[src/hdl/i2a_pkg.sv]
// Shared types, constants and the power-of-ten table for the integer to
// decimal ASCII converter. No dependencies.
package i2a_pkg;

  localparam int MAG_W      = 32;
  localparam int NUM_DIGITS = 10;
  localparam int FIELD_LEN  = 11;
  localparam int DIG_W      = 4;
  localparam int IDX_W      = 4;
  localparam int THR_W      = 34;
  localparam int CHAR_W     = 8;

  localparam logic [CHAR_W-1:0] CH_ZERO  = 8'h30;
  localparam logic [CHAR_W-1:0] CH_MINUS = 8'h2D;
  localparam logic [CHAR_W-1:0] CH_SPACE = 8'h20;

  localparam logic [IDX_W-1:0] LAST_DIGIT = IDX_W'(NUM_DIGITS - 1);
  localparam logic [IDX_W-1:0] LAST_POS   = IDX_W'(FIELD_LEN - 1);

  typedef enum logic {
    MODE_LEFT  = 1'b0,
    MODE_RIGHT = 1'b1
  } mode_t;

  // Classified input item: sign, unsigned magnitude and justification.
  typedef struct packed {
    logic             neg;
    mode_t            mode;
    logic [MAG_W-1:0] mag;
  } item_t;

  // Fully split item: ten decimal digits, most significant first.
  typedef struct packed {
    logic [NUM_DIGITS-1:0][DIG_W-1:0] digits;
    logic [IDX_W-1:0]                 first;
    logic                             neg;
    mode_t                            mode;
  } rec_t;

  // Weight of digit position idx (position 0 is the billions digit).
  function automatic logic [THR_W-1:0] pow10(input logic [IDX_W-1:0] idx);
    logic [THR_W-1:0] p;
    case (idx)
      4'd0:    p = THR_W'(1000000000);
      4'd1:    p = THR_W'(100000000);
      4'd2:    p = THR_W'(10000000);
      4'd3:    p = THR_W'(1000000);
      4'd4:    p = THR_W'(100000);
      4'd5:    p = THR_W'(10000);
      4'd6:    p = THR_W'(1000);
      4'd7:    p = THR_W'(100);
      4'd8:    p = THR_W'(10);
      4'd9:    p = THR_W'(1);
      default: p = '0;
    endcase
    return p;
  endfunction

endpackage

[src/hdl/i2a_front.sv]
// Input stage: registers a beat and classifies it into sign and unsigned
// magnitude. Depends on i2a_pkg.
module i2a_front
  import i2a_pkg::*;
(
  input  logic               clk,
  input  logic               rst_n,
  input  logic               in_valid,
  output logic               in_ready,
  input  logic signed [31:0] in_value,
  input  logic               in_mode,
  output logic               item_valid,
  input  logic               item_ready,
  output item_t              item
);

  logic             valid_r, valid_nxt;
  item_t            item_r, item_nxt;
  logic [MAG_W-1:0] raw;
  logic             take;

  assign raw      = MAG_W'(in_value);
  assign in_ready = !valid_r || item_ready;
  assign take     = in_valid && in_ready;

  always_comb begin
    valid_nxt = valid_r;
    item_nxt  = item_r;
    if (take) begin
      valid_nxt     = 1'b1;
      item_nxt.neg  = raw[MAG_W-1];
      item_nxt.mode = mode_t'(in_mode);
      // Unsigned negate, so the most negative value yields 2^31.
      item_nxt.mag  = raw[MAG_W-1] ? (MAG_W'(0) - raw) : raw;
    end else if (item_ready) begin
      valid_nxt = 1'b0;
    end
  end

  always_ff @(posedge clk) begin
    if (!rst_n) begin
      valid_r <= 1'b0;
    end else begin
      valid_r <= valid_nxt;
    end
    item_r <= item_nxt;
  end

  assign item_valid = valid_r;
  assign item       = item_r;

endmodule

[src/hdl/i2a_queue.sv]
// Two-entry queue of classified items between the input stage and the
// digit extractor. Depends on i2a_pkg.
module i2a_queue
  import i2a_pkg::*;
(
  input  logic  clk,
  input  logic  rst_n,
  input  logic  wr_valid,
  output logic  wr_ready,
  input  item_t wr_item,
  output logic  rd_valid,
  input  logic  rd_ready,
  output item_t rd_item
);

  item_t      mem_r [2];
  logic       wr_ptr_r, wr_ptr_nxt;
  logic       rd_ptr_r, rd_ptr_nxt;
  logic [1:0] cnt_r, cnt_nxt;
  logic       push, pop;

  assign wr_ready = (cnt_r != 2'd2);
  assign rd_valid = (cnt_r != 2'd0);
  assign rd_item  = mem_r[rd_ptr_r];
  assign push     = wr_valid && wr_ready;
  assign pop      = rd_valid && rd_ready;

  always_comb begin
    wr_ptr_nxt = push ? !wr_ptr_r : wr_ptr_r;
    rd_ptr_nxt = pop ? !rd_ptr_r : rd_ptr_r;
    cnt_nxt    = cnt_r + 2'(push) - 2'(pop);
  end

  always_ff @(posedge clk) begin
    if (!rst_n) begin
      wr_ptr_r <= 1'b0;
      rd_ptr_r <= 1'b0;
      cnt_r    <= 2'd0;
    end else begin
      wr_ptr_r <= wr_ptr_nxt;
      rd_ptr_r <= rd_ptr_nxt;
      cnt_r    <= cnt_nxt;
    end
    if (push) begin
      mem_r[wr_ptr_r] <= wr_item;
    end
  end

endmodule

[src/hdl/i2a_digits.sv]
// Digit extractor: splits a magnitude into ten decimal digits, one digit
// per cycle from the most significant, and finds the first nonzero one.
// Depends on i2a_pkg.
module i2a_digits
  import i2a_pkg::*;
(
  input  logic  clk,
  input  logic  rst_n,
  input  logic  item_valid,
  output logic  item_ready,
  input  item_t item,
  output logic  rec_valid,
  input  logic  rec_ready,
  output rec_t  rec
);

  logic             busy_r, busy_nxt;
  logic             done_r, done_nxt;
  logic             found_r, found_nxt;
  logic [IDX_W-1:0] idx_r, idx_nxt;
  logic [MAG_W-1:0] mag_r, mag_nxt;
  rec_t             rec_r, rec_nxt;

  logic [THR_W-1:0] pw;
  logic [THR_W-1:0] thr [NUM_DIGITS];
  logic [DIG_W-1:0] dig;
  logic             take, pop;

  assign take       = done_r && rec_ready;
  assign item_ready = !busy_r && (!done_r || rec_ready);
  assign pop        = item_valid && item_ready;

  // Compare the remainder against every multiple of the current weight;
  // the largest multiple that fits gives the digit.
  always_comb begin
    pw  = pow10(idx_r);
    dig = '0;
    for (int m = 0; m < NUM_DIGITS; m++) begin
      thr[m] = pw * THR_W'(m);
    end
    for (int m = 1; m < NUM_DIGITS; m++) begin
      if (THR_W'(mag_r) >= thr[m]) begin
        dig = DIG_W'(m);
      end
    end
  end

  always_comb begin
    busy_nxt  = busy_r;
    done_nxt  = done_r;
    found_nxt = found_r;
    idx_nxt   = idx_r;
    mag_nxt   = mag_r;
    rec_nxt   = rec_r;
    if (take) begin
      done_nxt = 1'b0;
    end
    if (pop) begin
      busy_nxt      = 1'b1;
      found_nxt     = 1'b0;
      idx_nxt       = '0;
      mag_nxt       = item.mag;
      rec_nxt.neg   = item.neg;
      rec_nxt.mode  = item.mode;
      rec_nxt.first = LAST_DIGIT;
    end else if (busy_r) begin
      rec_nxt.digits[idx_r] = dig;
      mag_nxt               = mag_r - thr[dig][MAG_W-1:0];
      if (!found_r && dig != '0) begin
        found_nxt     = 1'b1;
        rec_nxt.first = idx_r;
      end
      if (idx_r == LAST_DIGIT) begin
        busy_nxt = 1'b0;
        done_nxt = 1'b1;
      end else begin
        idx_nxt = idx_r + 1'b1;
      end
    end
  end

  always_ff @(posedge clk) begin
    if (!rst_n) begin
      busy_r <= 1'b0;
      done_r <= 1'b0;
    end else begin
      busy_r <= busy_nxt;
      done_r <= done_nxt;
    end
    found_r <= found_nxt;
    idx_r   <= idx_nxt;
    mag_r   <= mag_nxt;
    rec_r   <= rec_nxt;
  end

  assign rec_valid = done_r;
  assign rec       = rec_r;

endmodule

[src/hdl/i2a_emit.sv]
// Character emitter: walks a digit record and drives one ASCII character
// per beat through a registered output stage. Depends on i2a_pkg.
module i2a_emit
  import i2a_pkg::*;
(
  input  logic              clk,
  input  logic              rst_n,
  input  logic              rec_valid,
  output logic              rec_ready,
  input  rec_t              rec,
  output logic              out_valid,
  input  logic              out_ready,
  output logic [CHAR_W-1:0] out_character,
  output logic              out_last
);

  logic              busy_r, busy_nxt;
  logic              sign_pend_r, sign_pend_nxt;
  logic [IDX_W-1:0]  cnt_r, cnt_nxt;
  rec_t              rec_r, rec_nxt;
  logic              ov_r, ov_nxt;
  logic [CHAR_W-1:0] ch_r, ch_nxt;
  logic              last_r, last_nxt;

  logic              load, adv, take;
  logic [IDX_W-1:0]  sel;
  logic [DIG_W-1:0]  dsel;
  logic [CHAR_W-1:0] ch_c;
  logic              last_c;

  assign load = !ov_r || out_ready;
  assign adv  = busy_r && load;

  // Left mode: cnt is the digit index; right mode: cnt is the field position,
  // and digit i sits at position i + 1.
  always_comb begin
    sel  = (rec_r.mode == MODE_RIGHT) ? (cnt_r - 1'b1) : cnt_r;
    dsel = (sel < IDX_W'(NUM_DIGITS)) ? rec_r.digits[sel] : '0;
    if (rec_r.mode == MODE_LEFT) begin
      ch_c   = sign_pend_r ? CH_MINUS : (CH_ZERO + CHAR_W'(dsel));
      last_c = !sign_pend_r && (cnt_r == LAST_DIGIT);
    end else begin
      last_c = (cnt_r == LAST_POS);
      if (cnt_r != '0 && sel >= rec_r.first) begin
        ch_c = CH_ZERO + CHAR_W'(dsel);
      end else if (rec_r.neg && cnt_r == rec_r.first) begin
        ch_c = CH_MINUS;
      end else begin
        ch_c = CH_SPACE;
      end
    end
  end

  assign take      = rec_valid && (!busy_r || (adv && last_c));
  assign rec_ready = !busy_r || (adv && last_c);

  always_comb begin
    busy_nxt      = busy_r;
    sign_pend_nxt = sign_pend_r;
    cnt_nxt       = cnt_r;
    rec_nxt       = rec_r;
    ov_nxt        = ov_r;
    ch_nxt        = ch_r;
    last_nxt      = last_r;
    if (adv) begin
      ov_nxt   = 1'b1;
      ch_nxt   = ch_c;
      last_nxt = last_c;
      if (last_c) begin
        busy_nxt = 1'b0;
      end else if (rec_r.mode == MODE_LEFT && sign_pend_r) begin
        sign_pend_nxt = 1'b0;
      end else begin
        cnt_nxt = cnt_r + 1'b1;
      end
    end else if (load) begin
      ov_nxt = 1'b0;
    end
    if (take) begin
      busy_nxt      = 1'b1;
      rec_nxt       = rec;
      sign_pend_nxt = rec.neg;
      cnt_nxt       = (rec.mode == MODE_LEFT) ? rec.first : '0;
    end
  end

  always_ff @(posedge clk) begin
    if (!rst_n) begin
      busy_r <= 1'b0;
      ov_r   <= 1'b0;
    end else begin
      busy_r <= busy_nxt;
      ov_r   <= ov_nxt;
    end
    sign_pend_r <= sign_pend_nxt;
    cnt_r       <= cnt_nxt;
    rec_r       <= rec_nxt;
    ch_r        <= ch_nxt;
    last_r      <= last_nxt;
  end

  assign out_valid     = ov_r;
  assign out_character = ch_r;
  assign out_last      = last_r;

endmodule

[src/hdl/int32_to_decimal_ascii_core.sv]
// Signed 32-bit integer to decimal ASCII converter, top level.
// Throughput is set by the one-digit-per-cycle extractor, which takes no new item
// until it has stepped through all ten digits, and by the 11 characters of a
// right-justified item.
// Reset: synchronous active-low rst_n empties every stage; data holds no reset.
module int32_to_decimal_ascii_core
  import i2a_pkg::*;
(
  input  logic               clk,
  input  logic               rst_n,
  input  logic               in_valid,
  output logic               in_ready,
  input  logic signed [31:0] in_value,
  input  logic               in_mode,
  output logic               out_valid,
  input  logic               out_ready,
  output logic [7:0]         out_character,
  output logic               out_last
);

  // The front stage takes a beat, forms its sign and unsigned magnitude, and
  // hands it to a two-entry queue. The back end pulls from the queue: the
  // digit extractor produces ten digits and the first nonzero position, then
  // the emitter walks that record while the extractor starts on the next item.

  logic  f_valid, f_ready;
  item_t f_item;
  logic  q_valid, q_ready;
  item_t q_item;
  logic  r_valid, r_ready;
  rec_t  r_rec;

  i2a_front u_front (
    .clk        (clk),
    .rst_n      (rst_n),
    .in_valid   (in_valid),
    .in_ready   (in_ready),
    .in_value   (in_value),
    .in_mode    (in_mode),
    .item_valid (f_valid),
    .item_ready (f_ready),
    .item       (f_item)
  );

  // The queue lets the front keep accepting while the back end is busy.
  i2a_queue u_queue (
    .clk      (clk),
    .rst_n    (rst_n),
    .wr_valid (f_valid),
    .wr_ready (f_ready),
    .wr_item  (f_item),
    .rd_valid (q_valid),
    .rd_ready (q_ready),
    .rd_item  (q_item)
  );

  i2a_digits u_digits (
    .clk        (clk),
    .rst_n      (rst_n),
    .item_valid (q_valid),
    .item_ready (q_ready),
    .item       (q_item),
    .rec_valid  (r_valid),
    .rec_ready  (r_ready),
    .rec        (r_rec)
  );

  // The emitter owns the output register, so a stalled result beat never
  // blocks digit extraction of the following item.
  i2a_emit u_emit (
    .clk           (clk),
    .rst_n         (rst_n),
    .rec_valid     (r_valid),
    .rec_ready     (r_ready),
    .rec           (r_rec),
    .out_valid     (out_valid),
    .out_ready     (out_ready),
    .out_character (out_character),
    .out_last      (out_last)
  );

endmodule
[config.mk]
export PLATFORM = sky130hd
export DESIGN_NAME = int32_to_decimal_ascii_core
export DESIGN_NICKNAME = d
export VERILOG_FILES = /design/src/hdl/i2a_pkg.sv /design/src/hdl/i2a_front.sv /design/src/hdl/i2a_queue.sv /design/src/hdl/i2a_digits.sv /design/src/hdl/i2a_emit.sv /design/src/hdl/int32_to_decimal_ascii_core.sv
export SDC_FILE = /design/constraint.sdc
export NUM_CORES = 1
export LEC_CHECK = 0
export BUFFER_PORTS_ARGS = -buffer_cell sky130_fd_sc_hd__buf_2
export CAP_MARGIN = 20
export CORE_UTILIZATION = 55
export DETAILED_ROUTE_END_ITERATION = 10
export GPL_TIMING_DRIVEN = 0
export MAX_ROUTING_LAYER = met4
export PLACE_DENSITY = 0.71
export SLEW_MARGIN = 10
export SYNTH_ARGS = -nofsm -noshare
export SYNTH_HDL_FRONTEND = slang
export SYNTH_HIERARCHICAL = 1
export SYNTH_SLANG_ARGS = --single-unit
export TNS_END_PERCENT = 10
[constraint.sdc]
create_clock -name clk -period 11.3 [get_ports clk]
set_input_delay 0.565 -clock clk [delete_from_list [all_inputs] [get_ports clk]]
set_output_delay 0.565 -clock clk [all_outputs]
set_load 0.05 [all_outputs]
* Word level (Yosys, flattened, before mapping)
Memories as Yosys holds them, arrays and structs flattened. A register that Yosys moved wholly into a read port is not among the register bits.
Index checks and enable logic that the tools add are counted.
** Cells by class
- Divide/modulo/power cells :: 0
- Mux-type cells :: 56
- Multiply operators :: 5
- Shift-type cells :: 0
- Eq/ne operators :: 7
- Add/subtract/negate cells :: 8
- $lt $le $gt $ge :: 15
- Bitwise operators :: 4
- Reductions and logical operators :: 41
** Operator list (count)
- greater-or-equal comparator 32 x 34 -> 1 bit :: 9
- binary-select mux 34 bit (select 4 bit) :: 1
- 2-to-1 mux 32 bit :: 4
- multiplier 34 x 3 -> 34 bit (second input constant) :: 2
- 2-to-1 mux 4 bit :: 14
- bitwise mux 40 bit :: 1
- multiplier 34 x 2 -> 33 bit (second input constant) :: 1
- multiplier 34 x 2 -> 34 bit (second input constant) :: 1
- multiplier 34 x 4 -> 34 bit (second input constant) :: 1
- subtractor 1 x 32 -> 32 bit (first input constant) :: 1
- subtractor 32 bit :: 1
- 2-to-1 mux 31 bit :: 1
- 2-to-1 mux 1 bit :: 24
- 2-to-1 mux 8 bit :: 3
- binary-select mux 4 bit (select 4 bit) :: 1
- demux 4 bit (select 4 bit) :: 1
- nonzero test 2 bit :: 7
- logical AND 1 bit :: 13
- equality test 4 bit (second input constant) :: 3
- 2-to-1 mux 3 bit :: 4
- less-than comparator 4 x 5 -> 1 bit (second input constant) :: 2
- zero test 1 bit :: 9
- adder 4 x 1 -> 4 bit (second input constant) :: 2
- AND reduction 2 bit :: 4
- 16 further kinds :: 26
** Word-level totals
- Memories :: 2
- RAM bits :: 68
- Latch bits :: 0
- Logic and storage cells :: 183
- Register bits after elaboration :: 186
- Output and inout bits :: 11
- Memory bits (read-only) :: 480
- Input port bits :: 37
** Memories
- (name not given) :: depth 16, width 30, read ports 1, clocked after Yosys merged registers in 1, write ports 0, line i2a_pkg.sv:43 : case (idx)
- u_queue.mem_r :: depth 2, width 34, read ports 1, clocked after Yosys merged registers in 1, write ports 1, line i2a_queue.sv:16 : item_t mem_r [2];

* Logic depth before layout (Yosys ltp)
- Word-level depth :: 17
- Mapped depth :: 45

* Hierarchy
Netlist, hierarchy kept.
** Modules (own cells, without submodules)
- i2a_digits :: instances 1, seq. area each 2902.8 µm², cells each 2284, area each 19515.0 µm²
- i2a_emit :: instances 1, seq. area each 1751.7 µm², cells each 231, area each 3046.7 µm²
- i2a_queue :: instances 1, seq. area each 2142.1 µm², cells each 136, area each 2722.6 µm²
- i2a_front :: instances 1, seq. area each 1041.0 µm², cells each 149, area each 1848.0 µm²

* Worst setup path before layout
No wires, ideal clock.
- Kind :: register -> register
- Start point :: register, netlist name u_digits/pw[3]
- End point :: register u_digits.mag_r[30], data pin
- Setup slack :: 2.153 ns
- Stages on the path, launching flop included :: 41
- Setup time :: 0.169 ns
- Arrival :: 8.978 ns
- Cell sequence :: dfxtp_1 -> fa_1 -> ha_1 -> a211o_1 -> a2111oi_1 -> o41ai_1 -> o41a_1 -> nand2_1 -> o221ai_1 -> o311ai_0 -> nand2_1 -> ha_1 -> a21o_1 -> a21o_1 -> a21oi_1 -> nor2_1 -> a2111oi_0 -> o21ai_0 -> [... 5 more ...] -> buf_6 -> buf_2 -> nand2_1 -> o21ai_0 -> a22o_1 -> fa_1 -> nor2b_1 -> o21ai_0 -> a21boi_0 -> o21ai_0 -> a21boi_0 -> o311ai_0 -> nor4b_1 -> o2111ai_1 -> a31oi_1 -> o211ai_1 -> and3_1 -> o31ai_1
** On the way
- Elaborated cells between the ends (all ways) :: 30
- Classes of those cells :: add/sub (1); mul (5); order compare (9); mux (14); bitwise (1)
** RTL lines
- multiplier 34 x 2 -> 34 bit / greater-or-equal comparator 32 x 34 -> 1 bit (equally long branches) :: line i2a_digits.sv:39, i2a_digits.sv:42
- greater-or-equal comparator 32 x 34 -> 1 bit / 2-to-1 mux 2 bit (equally long branches) :: line i2a_digits.sv:42 : if (THR_W'(mag_r) >= thr[m]) begin
- 2-to-1 mux 2 bit :: line i2a_digits.sv:42
- 2-to-1 mux 3 bit (4 in series) :: line i2a_digits.sv:42
- 2-to-1 mux 4 bit :: line i2a_digits.sv:42
- 2-to-1 mux 4 bit * :: line i2a_digits.sv:42
- net u_digits.dig[1] :: line i2a_digits.sv:26 : logic [DIG_W-1:0] dig;
- inverter 4 -> 5 bit (implied by the code) * :: line i2a_digits.sv:68 : mag_nxt = mag_r - thr[dig][MAG_W-1:0];
- binary-select mux 34 bit (select 4 bit) * :: line i2a_digits.sv:68
- 2-to-1 mux 32 bit (implied by the code) * (2 in series) :: line i2a_digits.sv:68
- subtractor 32 bit * :: line i2a_digits.sv:68
- 2-to-1 mux 32 bit * :: line i2a_digits.sv:66 : end else if (busy_r) begin
- 2-to-1 mux 32 bit * :: line i2a_digits.sv:58 : if (pop) begin
- net u_digits.mag_nxt[30] :: line i2a_digits.sv:21 : logic [MAG_W-1:0] mag_r, mag_nxt;
- end signal: assignment :: line i2a_digits.sv:92 : mag_r <= mag_nxt;
- end: declaration :: line i2a_digits.sv:21
Mark *: on every way through the listed nets, which the timed path passes. The rest lies on a longest branch. The select of a mux whose other input is x is not followed.
A chain may end at the register's enable or synchronous reset.

* Worst setup path after layout
- Start point :: register, netlist name u_digits/pw[4]
- End point :: register u_digits.mag_r[31], data pin
** On the way
- Word-level cells in the longest chain between the ends :: 17
- Elaborated cells between the ends (all ways) :: 30
- Classes of those cells :: add/sub (1); mul (5); order compare (9); mux (14); bitwise (1)
** Ends and longest elaborated chain (line)
- parallel branches: the longest is 11 deep, another holds multiplier 34 x 2 -> 34 bit
- binary-select mux 34 bit (select 4 bit) * :: i2a_digits.sv:68
- 2-to-1 mux 32 bit (implied by the code) * (2 in series) :: i2a_digits.sv:68
- subtractor 32 bit * :: i2a_digits.sv:68
- 2-to-1 mux 32 bit * :: i2a_digits.sv:66
- 2-to-1 mux 32 bit * :: i2a_digits.sv:58
- net u_digits.mag_nxt[31] :: i2a_digits.sv:21
Mark *: on every way through the listed nets, which the timed path passes. The select of a mux whose other input is x is not followed.

==> results.json <==
{
  "rsz0062_at_grt": "true",
  "dp_slack_ps": -1290,
  "cts_tree": "yes",
  "wl_met3_mm": 6.15,
  "syn_inst": 2800,
  "setup_ws_ps": 317,
  "wirelength_mm": 87.5,
  "place_inst": 3513,
  "pin_count": 48,
  "layout-drive-gt1-share_pct": 9.07,
  "final_cell_count_no_fill": 3566,
  "skew_ps": 9.69,
  "yosysWarnings": 6,
  "worst_pin_slew_ps": 1290,
  "cts_root_buf": "clkbuf_16",
  "yosysMostFrequentCell": "ha_1",
  "placement.io_buffers": 44,
  "setup_viol": 0,
  "gp_congestion": 1.00,
  "end_kind": "flop",
  "synthTopCellsByArea": "edfxtp_1, ha_1, mux2i_1",
  "fmax_ghz": 0.0911,
  "synth_top_area_cell": "edfxtp_1",
  "via_per_inst": 6.44,
  "core_area_sq_um": 48800,
  "synth-main-ff-cell": "edfxtp_1",
  "yosys.area.top_type_share_pct": 25.8,
  "critPathSlowestCell": "dfxtp_2",
  "die_h_um": 224,
  "syn_area_sq_um": 27100,
  "ant_nets": 0,
  "first_global_vias": 22200,
  "synth_edf_count": 233,
  "wl_met2_mm": 39.4,
  "antenna_found_initial": 2,
  "clockBufferDepth": 3,
  "period_share_pct": 97.2,
  "num_vias": 23000,
  "crit_arrival_ps": 11270,
  "gr-usage-all-layers_pct": 35.6,
  "die_w_um": 224,
  "syn2layout_area_growth_pct": 8.64,
  "grt_pass1_wl_mm": 132,
  "grt_max_degree": 46,
  "rows": 81,
  "max-slew-margin-rel_pct": 13.2,
  "synth-seq-cells": 275,
  "crit_fanout": 13,
  "drcViolationCount": 0,
  "multi_input_area_sq_um": 18400,
  "syn_avg_cell_area_sq_um": 9.69,
  "worst_r2r_path_depth": 38,
  "ys_top_cells_by_count": "ha_1, edfxtp_1, a21oi_1",
  "hold_path.class": "in2reg",
  "place_hpwl_mm": 70.9,
  "start_util_pct": 55.5,
  "synth.distinct_cells": 111,
  "h-tree-depth": 1,
  "clk_latency_ps": 560,
  "grt_overflow": 0,
  "max_stage_delay_ps": 590,
  "drt-met1-wl_mm": 38.9,
  "ys_seq_area_share_pct": 28.9,
  "drt_first_pass_iters": 6,
  "whs_path_depth": 1,
  "drv_cap": 0,
  "drt_iter0_drc": 2069,
  "layout.nets": 3390,
  "die_area_sq_um": 50200,
  "hold_buffers": 0,
  "critical_path_class": "reg2reg",
  "clk_pin_slew_worst_paths_ps": 70,
  "cts_made_buffers": 28,
  "crit_required_ps": 11590,
  "synthArstFlopShare_pct": 0,
  "wire_per_inst_um": 24.5,
  "fill_cells": 4260,
  "finalCriticalPeriod_ps": 10980,
  "final-max-slew-violation-count": 0,
  "start_kind": "flop",
  "cts_sinks": 275,
  "regArea_sq_um": 7870,
  "timing_hold_violations_final": 0,
  "outcome": "completed",
  "highest_layer": "met4"
}
[registers in the layout, summed over array words and instances (netlist names), 2 cells and up, named ones only]
| signal | flops |
|---|---|
| u_front/item | 34 |
| u_emit/cnt_r | 4 |
| u_queue/mem_r | 68 |
| u_digits/idx_r | 4 |
| u_emit/out_character | 5 |
| u_digits/pw | 23 |
| u_digits/mag_r | 32 |
| u_emit/rec_r | 46 |
| u_queue/cnt_r | 2 |
| u_digits/rec | 46 |
[metal layers]
layer / global-route usage, % / vias to the layer above
met5: - / -
met1: 47.6 / 11100
met4: 10.8 / 0
met3: 5.21 / 160
met2: 55.7 / 871
li1: - / 10900
[area by class of cell]
class	instances	area share [%]
Multi-Input combinational cell	2309	62.6
Sequential cell	275	26.7
Tap cell	664	2.82
Clock buffer	30	2.44
Inverter	139	1.83
Buffer	76	1.49
Timing Repair Buffer	51	1.10
Clock inverter	21	1.04
Antenna cell	1	0.00849
[cell families after synthesis]
| group | share of synthesized area (%) |
|---|---|
| muxes | 6.24 |
| other | 0.0277 |
| and+or+nand+nor | 13.5 |
| adders and majority gates | 22.6 |
| xor gates and xnor gates | 4.84 |
| DFF | 28.9 |
| buffers and inverters | 3.55 |
| AOI/OAI and AO/OA | 20.3 |
[layout by cell type (no fill, tap or decap), drive strengths merged, types with 21 or more instances in the layout]
master	n
a211oi	47
a21o	104
a21oi	189
a31oi	30
and3	25
buf	91
clkbuf	66
dfxtp	42
edfxtp	233
fa	28
ha	445
inv	136
mux2	53
mux2i	105
nand2	169
nand2b	55
nand3	44
nand4	51
nor2	169
nor2b	42
nor3	48
nor4	24
o211ai	36
o21a	35
o21ai	139
o221ai	30
o31ai	28
or2	23
or3	21
xnor2	90
xor2	60
[critical path, delay by kind of cell, from the launching register on]
| family | cells | cell delay, ps |
|---|---|---|
| AO/OA/AOI/OAI | 24 | 6290 |
| AND/OR/NAND/NOR | 4 | 1040 |
| buffers and inverters | 3 | 570 |
| flip-flops | 1 | 590 |
| XOR/XNOR | 1 | 210 |
| multiplexers | 2 | 430 |
| adder cells (fa/ha/maj) | 4 | 1500 |
[worst paths after layout]
| kind | startpoint | endpoint | slack (ps) |
|---|---|---|---|
| worst min-delay path | in_mode | u_front/item[32] | 180 |
| worst min register to register | u_digits/rec[44] | u_emit/rec_r[44] | 420 |
| worst max-delay path | u_digits/pw[4] | u_digits/mag_r[31] | 320 |
| worst max register to register | u_digits/pw[4] | u_digits/mag_r[31] | 320 |
[through the flow]
stage	util [%]	hold WS [ps]	setup TNS (ps)	area, sq um
after global placement	57.7	401	-6720	28200
after CTS	60.1	155	0	29400
final	60.3	185	0	29500
after floorplan	-	400	0	27100
after global routing	60.3	168	0	29500
after detailed placement	57.9	405	-9000	28300
[repair_timing]
| action | 4_1_cts | 5_1_grt |
|---|---|---|
| endpoints found under the hold margin | 0 | 0 |
| resized for setup | 17 | 41 |
| buffers inserted | 2 | 1 |
| endpoints found under the setup margin | 17 | 13 |
Power is left out: the tool's default activity adds up to more than one toggle a clock period on the data nets, which glitch-free logic cannot reach.
